===== src/ptlt_pkg.sv =====
// shared types and constants for the position tagged list table
// no dependencies; imported by ptlt_cell and position_tagged_list_table_core
package ptlt_pkg;

  localparam int SLOTS_DEF      = 1024;
  localparam int DATA_WIDTH_DEF = 32;
  localparam int POS_W          = 11;
  localparam int WORD_W         = 32;
  localparam int CNT_W          = 11;

  // command codes as they arrive on the input beat
  typedef enum logic [1:0] {
    CMD_INSERT = 2'd0,
    CMD_REMOVE = 2'd1,
    CMD_READ   = 2'd2
  } cmd_e;

  typedef enum logic [1:0] {
    STATUS_OK    = 2'd0,
    STATUS_FULL  = 2'd1,
    STATUS_RANGE = 2'd2
  } status_e;

  // operation carried down the cell chain
  typedef enum logic [1:0] {
    OP_NONE   = 2'd0,
    OP_INSERT = 2'd1,
    OP_REMOVE = 2'd2,
    OP_READ   = 2'd3
  } op_e;

  typedef struct packed {
    logic [1:0]        command;
    logic [POS_W-1:0]  position;
    logic [WORD_W-1:0] value;
  } in_t;

  typedef struct packed {
    logic [WORD_W-1:0] read_data;
    logic [1:0]        status;
    logic [CNT_W-1:0]  count;
  } out_t;

  // control token handed from cell to cell
  typedef struct packed {
    logic             valid;
    op_e              op;
    logic [POS_W-1:0] pos;
    status_e          status;
    logic [CNT_W-1:0] count;
  } tok_t;

endpackage


===== src/ptlt_cell.sv =====
// one list cell: holds the word at list position Index and forwards the token
// depends on ptlt_pkg
module ptlt_cell import ptlt_pkg::*; #(
  parameter int Slots     = SLOTS_DEF,
  parameter int DataWidth = DATA_WIDTH_DEF,
  parameter int Index     = 0
) (
  input  logic                 clk_i,
  input  logic                 rst_ni,
  input  logic                 adv_i,
  input  tok_t                 tok_i,
  input  logic [DataWidth-1:0] carry_i,
  input  logic [DataWidth-1:0] above_word_i,
  output tok_t                 tok_o,
  output logic [DataWidth-1:0] carry_o,
  output logic [DataWidth-1:0] word_o
);

  localparam int CntW = $clog2(Slots + 1);
  localparam int CmpW = (POS_W > CntW) ? POS_W : CntW;

  tok_t                 tok_q;
  logic [DataWidth-1:0] carry_q, carry_d;
  logic [DataWidth-1:0] word_q, word_d;
  logic                 at_or_above;
  logic                 at_pos;

  always_comb begin
    at_or_above = CmpW'(tok_i.pos) <= CmpW'(Index);
    at_pos      = CmpW'(tok_i.pos) == CmpW'(Index);
    word_d      = word_q;
    carry_d     = carry_i;
    if (adv_i && tok_i.valid) begin
      case (tok_i.op)
        OP_INSERT: begin
          // swap carried word with stored word from the insert point upward
          if (at_or_above) begin
            word_d  = carry_i;
            carry_d = word_q;
          end
        end
        OP_REMOVE: begin
          if (at_or_above) begin
            word_d = above_word_i;
          end
        end
        OP_READ: begin
          if (at_pos) begin
            carry_d = word_q;
          end
        end
        default: ;
      endcase
    end
  end

  always_ff @(posedge clk_i or negedge rst_ni) begin
    if (!rst_ni) begin
      tok_q <= '0;
    end else if (adv_i) begin
      tok_q <= tok_i;
    end
  end

  always_ff @(posedge clk_i) begin
    word_q <= word_d;
    if (adv_i) begin
      carry_q <= carry_d;
    end
  end

  assign tok_o   = tok_q;
  assign carry_o = carry_q;
  assign word_o  = word_q;

endmodule


===== config.mk =====
export PLATFORM = sky130hd
export DESIGN_NAME = ptlt_cell
export DESIGN_NICKNAME = d
export VERILOG_FILES = /design/src/ptlt_pkg.sv /design/src/ptlt_cell.sv
export SDC_FILE = /design/constraint.sdc
export NUM_CORES = 1
export LEC_CHECK = 0
export BUFFER_PORTS_ARGS = -buffer_cell sky130_fd_sc_hd__buf_2
export CAP_MARGIN = 20
export CELL_PAD_IN_SITES_DETAIL_PLACEMENT = 0
export CELL_PAD_IN_SITES_GLOBAL_PLACEMENT = 2
export CORE_ASPECT_RATIO = 1.75
export CORE_MARGIN = 10
export CORE_UTILIZATION = 31
export CTS_BUF_LIST = sky130_fd_sc_hd__clkbuf_16
export DETAILED_ROUTE_END_ITERATION = 8
export GPL_ROUTABILITY_DRIVEN = 0
export PLACE_DENSITY = 0.81
export SKIP_CTS_REPAIR_TIMING = 1
export SLEW_MARGIN = 20
export SYNTH_ARGS = -nofsm -noshare
export SYNTH_HDL_FRONTEND = slang
export SYNTH_SLANG_ARGS = --single-unit

===== constraint.sdc =====
create_clock -name clk_i -period 1 [get_ports clk_i]
set_input_delay 0.1 -clock clk_i [delete_from_list [all_inputs] [get_ports clk_i]]
set_output_delay 0.1 -clock clk_i [all_outputs]
set_load 0.02 [all_outputs]

# --- Yosys cells after proc, flatten, opt, wreduce, memory -nomap -nowiden ---
# Index checks and enable logic that the tools add are counted.
classes:
  n_eq_ne: 5
  n_lt_le_gt_ge: 1
  n_reduce_logical: 4
  mux: 7
op_table:
  columns: ["operator", "count"]
  rows:
  - ["$mux W32", 5]
  - ["$pmux W32 S2", 2]
  - ["$le A11 B1 Y1 const B", 1]
  - ["$logic_not A11 Y1", 1]
  - ["$eq A2 B2 Y1 const B", 2]
  - ["$ne A2 B2 Y1 const B", 2]
  - ["$reduce_and A4 Y1", 1]
  - ["$eq A2 B1 Y1 const B", 1]
  - ["$reduce_bool A2 Y1", 1]
  - ["$logic_and A1 B1 Y1", 1]
word_totals:
  ff_bits: 91
  inputBits: 94
  word_cells: 24

# --- Longest topological paths before layout ---
depth:
  ltp_word: 4
  mapped_depth: 7
  depth_no_buf: 5

# --- Worst setup path before layout ---
# No wires, ideal clock.
synth_path:
  path_kind: "input to register"
  startpoint: "in tok_i[24] (netlist bit)"
  endpoint: "reg word_q[0], in the netlist word_o[0] (enable)"
  path_slack_ns: -2.524
  required_ns: 0.539
  cell_stages: 7
  arrival_ns: 3.062
  cell_sequence: "inv_1 ha_1 clkbuf_1 clkbuf_1 nor2_1 a31oi_1 nor3_1"
synth_via:
  elab_chain_cells: 3
  word_cells_on_any_way: 6
synth_rtl:
  columns: ["element", "line", "text"]
  rows:
  - ["start: declaration", "ptlt_cell.sv:11", "input tok_t tok_i,"]
  - ["$eq A2 B1 Y1 or $eq A2 B2 Y1 (tied branches)", "ptlt_cell.sv:34", "case (tok_i.op)"]
  - ["$ne A2 B2 Y1 (no source line) or $reduce_bool A2 Y1 (tied branches)", null, null]
  - ["$reduce_and A4 Y1 (no source line) (*)", null, null]
  - ["end signal: assignment", "ptlt_cell.sv:66", "word_q <= word_d;"]
  - ["end: declaration", "ptlt_cell.sv:24", "logic [DataWidth-1:0] word_q, word_d;"]
# Mark *: on every way between the ends. The rest lies on a longest branch, timed or not.
# A chain may end at the register's enable or synchronous reset.

# --- Final worst setup path ---
layout_path:
  startpoint: "in tok_i[25] (netlist bit)"
  endpoint: "reg carry_q[26], in the netlist carry_o[26] (data pin)"
layout_via:
  elab_chain_cells: 3
  word_cells_on_any_way: 4
layout_rtl:
  columns: ["element", "line", "text"]
  rows:
  - ["$eq A2 B2 Y1 or $eq A2 B1 Y1 (tied branches)", "ptlt_cell.sv:34", null]
  - ["$pmux W32 S2 (*)", "ptlt_cell.sv:34", null]
  - ["$mux W32 (*)", "ptlt_cell.sv:33", "if (adv_i && tok_i.valid) begin"]
  - ["via carry_d[26]", "ptlt_cell.sv:23", "logic [DataWidth-1:0] carry_q, carry_d;"]
  - ["end signal: assignment", "ptlt_cell.sv:68", "carry_q <= carry_d;"]
  - ["end: declaration", "ptlt_cell.sv:23", null]
# Mark *: on every way through the listed nets, which the timed path passes. The rest lies on a longest branch.

==> run summary <==
1st-iter DRT viols -> 78
Fin worst setup slack -> -259 ps
RSZ-0062 raised after global routing -> yes
Clk_skew -> 9.43 ps
Placed Cells -> 570
Fmax -> 0.794 GHz
Average cell area after synthesis -> 18.9 um2
GRT Total Usage -> 12.4%
HP Class -> input port to register
Peak VDD IR -> 1.06 mV
Max layer used -> met5
Count of final hold-check violations -> 0
Final Net Count -> 532
Clock Path Buffers -> 2
Final std cells w/o fill -> 610
Worst-Skew Late Latency -> 340 ps
Failing checks -> negative setup slack
Total wire length -> 12.1 mm
Clock Tree Root -> clkbuf_16
Least-Margin Pin Slew -> 383 ps
IO Pins -> 185
Vias in the first global route -> 2923
Fin. max-slew vios -> 0
Largest net degree at the start of global routing -> 31
Drt first pass iters -> 4
Min Tclk post-route -> 1260 ps
DR WL/cell -> 19.9 um
Initial core utilization -> 31.6%
Cells after Synth -> 207
Post-synth top area share -> 49.0%
Met1 wire length -> 4.01 mm
# Max-Cap Violations -> 0
Hpwl dp -> 8.98 mm
Met2 wire length -> 7.05 mm
Worst slew margin relative to its limit -> 74.4%
Via count -> 2686
Die Ht -> 169 um
Gr ovfl total -> 0
Fin crit share -> 126%
Crit path DAT -> 1340 ps
Min-delay src -> tok_i[14]
Number of H-tree levels -> 3
Total Neg Setup Slack -> -13580 ps
Clock transition at the registers of the reported paths -> 60 ps
IO Port Bufs -> 184
Worst path required time -> 1080 ps
WS Path Type -> input port to register
Vias per cell -> 4.40
Synth top area cells -> edfxtp_1 49%, dfrtp_1 17%, mux2_2 17%, mux2_4 11%, ha_1 0.96%
Share of layout cells above drive strength 1 -> 74.8%
Synth Register Bits -> 91
Commonest cells post-synth -> 64 x edfxtp_1, 60 x mux2_2, 30 x mux2_4, 27 x dfrtp_1, 4 x buf_2
DRC Markers -> 0
Syn. warnings -> 0
Synth Net Count -> 304
Leading area contributor after synthesis -> edfxtp_1
Most common cell in the synthesized netlist -> edfxtp_1
Hold Slack -> 2.91 ps
Top FF cell, synth -> edfxtp_1
Antenna violations before repair -> 3
Netlist cell types -> 18
Critical Path Sink Type -> register
Layout area overhead -> 62.4%
Register area share after synthesis -> 66.2%
Critical R2R Launch -> word_o[13]$_DFFE_PP_
DRT antenna net count -> 0
Mapped Area -> 0.00392 mm2
Final total power -> 0.00955 W
FP Rows -> 54
Die X-Extent -> 105 um
Die area -> 0.0177 mm2
Leakage power -> 2.87 nW
Nature of the critical path startpoint -> input port
First-pass GRT wire length -> 16.8 mm
Status -> finished with violations
Worst Setup SP -> tok_i[25]
Routed wl met3 -> 876 um
Crit-path max FO -> 15
CTS tree -> built
Cts bufs inserted -> 9
Post-synth EDFFs -> 64
Pwr/cell area -> 1500 mW/mm2
Clk sinks -> 91
Count of final setup violators -> 88
Share of synthesized registers carrying an async set or reset -> 29.7%
Core area -> 0.0124 mm2
==> per-layer routing <==
metal / global-route usage [%] / vias to the layer above
met3: 4.87 / 13
met2: 24.2 / 104
li1: - / 1251
met1: 10.9 / 1316
met4: 4.56 / 2
met5: 0 / -
==> critical path, stage by stage <==
cell and delay, ps:
buf_4 120, inv_1 50, ha_2 180, o211a_1 210, nand4_4 170, buf_12 210
mux2_4 300
==> path summary, 6_finish.rpt <==
kind                       slack (ps)  cells past startpoint                     to
hold / removal                      3                      2  tok_o[14]$_DFFE_PN0P_
setup / recovery                 -260                      7  carry_o[26]$_DFFE_PP_
setup reg to reg                   20                      1  carry_o[13]$_DFFE_PP_
hold reg to reg                   500                      1  tok_o[17]$_DFFE_PN0P_
max in group asynchronous         440                      3  tok_o[26]$_DFFE_PN0P_
min in group asynchronous         300                      3   tok_o[0]$_DFFE_PN0P_
==> layout make-up <==
class	count	area (um2)
multi-input combinational	103	1370
antenna	2	5.00
clock inverter	6	30.0
fill	1123	6060
sequential	91	2600
timing repair buffer	227	1890
clock buffer	10	250
inverter	3	18.8
tap	168	210
==> sequential cells by signal, summed over array words and instances (netlist names) <==
register / cells
tok_o: 27
carry_o: 32
word_o: 32
==> kinds of logic (layout without fill, tap and decap cells) <==
kind of cell / Yosys count / after routing / share of synthesized area [%]
AO/OA/AOI/OAI: 3 / 3 / 0.542
adder cells (fa/ha/maj): 3 / 3 / 0.957
buffers and inverters: 13 / 246 / 1.95
flip-flops: 91 / 91 / 66.2
multiplexers: 90 / 90 / 28.7
other: 0 / 2 / 0
AND/OR/NAND/NOR: 7 / 7 / 1.63
==> stage by stage <==
step / instance area [um2] / util (%) / worst slack, ps
3_3_place_gp: 5240 / 42.1 / -699
2_1_floorplan: 3980 / - / -964
3_5_place_dp: 5240 / 42.1 / -708
5_1_grt: 6370 / 51.2 / -292
4_1_cts: 5520 / 44.4 / -352
6_report: 6370 / 51.2 / -259
==> power by group <==
part,switching [W],internal [W],total [W]
Clock,0.00140,0.00181,0.00322
Sequential,0.000148,0.00436,0.00450
Combinational,0.000838,0.000994,0.00183
==> cell usage in the layout, fill, tap and decap left out <==
cell type      count
dfrtp_1           27
clkinv_4           1
buf_6             66
ha_2               1
diode_2            2
edfxtp_1          64
mux2_2            44
buf_12             8
ha_4               1
buf_2            117
o211a_1            1
inv_8              1
inv_2              2
ha_1               1
nand2_1            1
nor4_4             2
dlygate4sd3_1     11
clkbuf_16         14
nor2_2             1
o21ai_0            1
inv_4              1
mux2_4            46
nor3_1             1
buf_8              4
buf_4             17
a31oi_4            1
nor3_4             1
inv_1              4
nand4_4            1
Power figures use the tool's default switching activity.
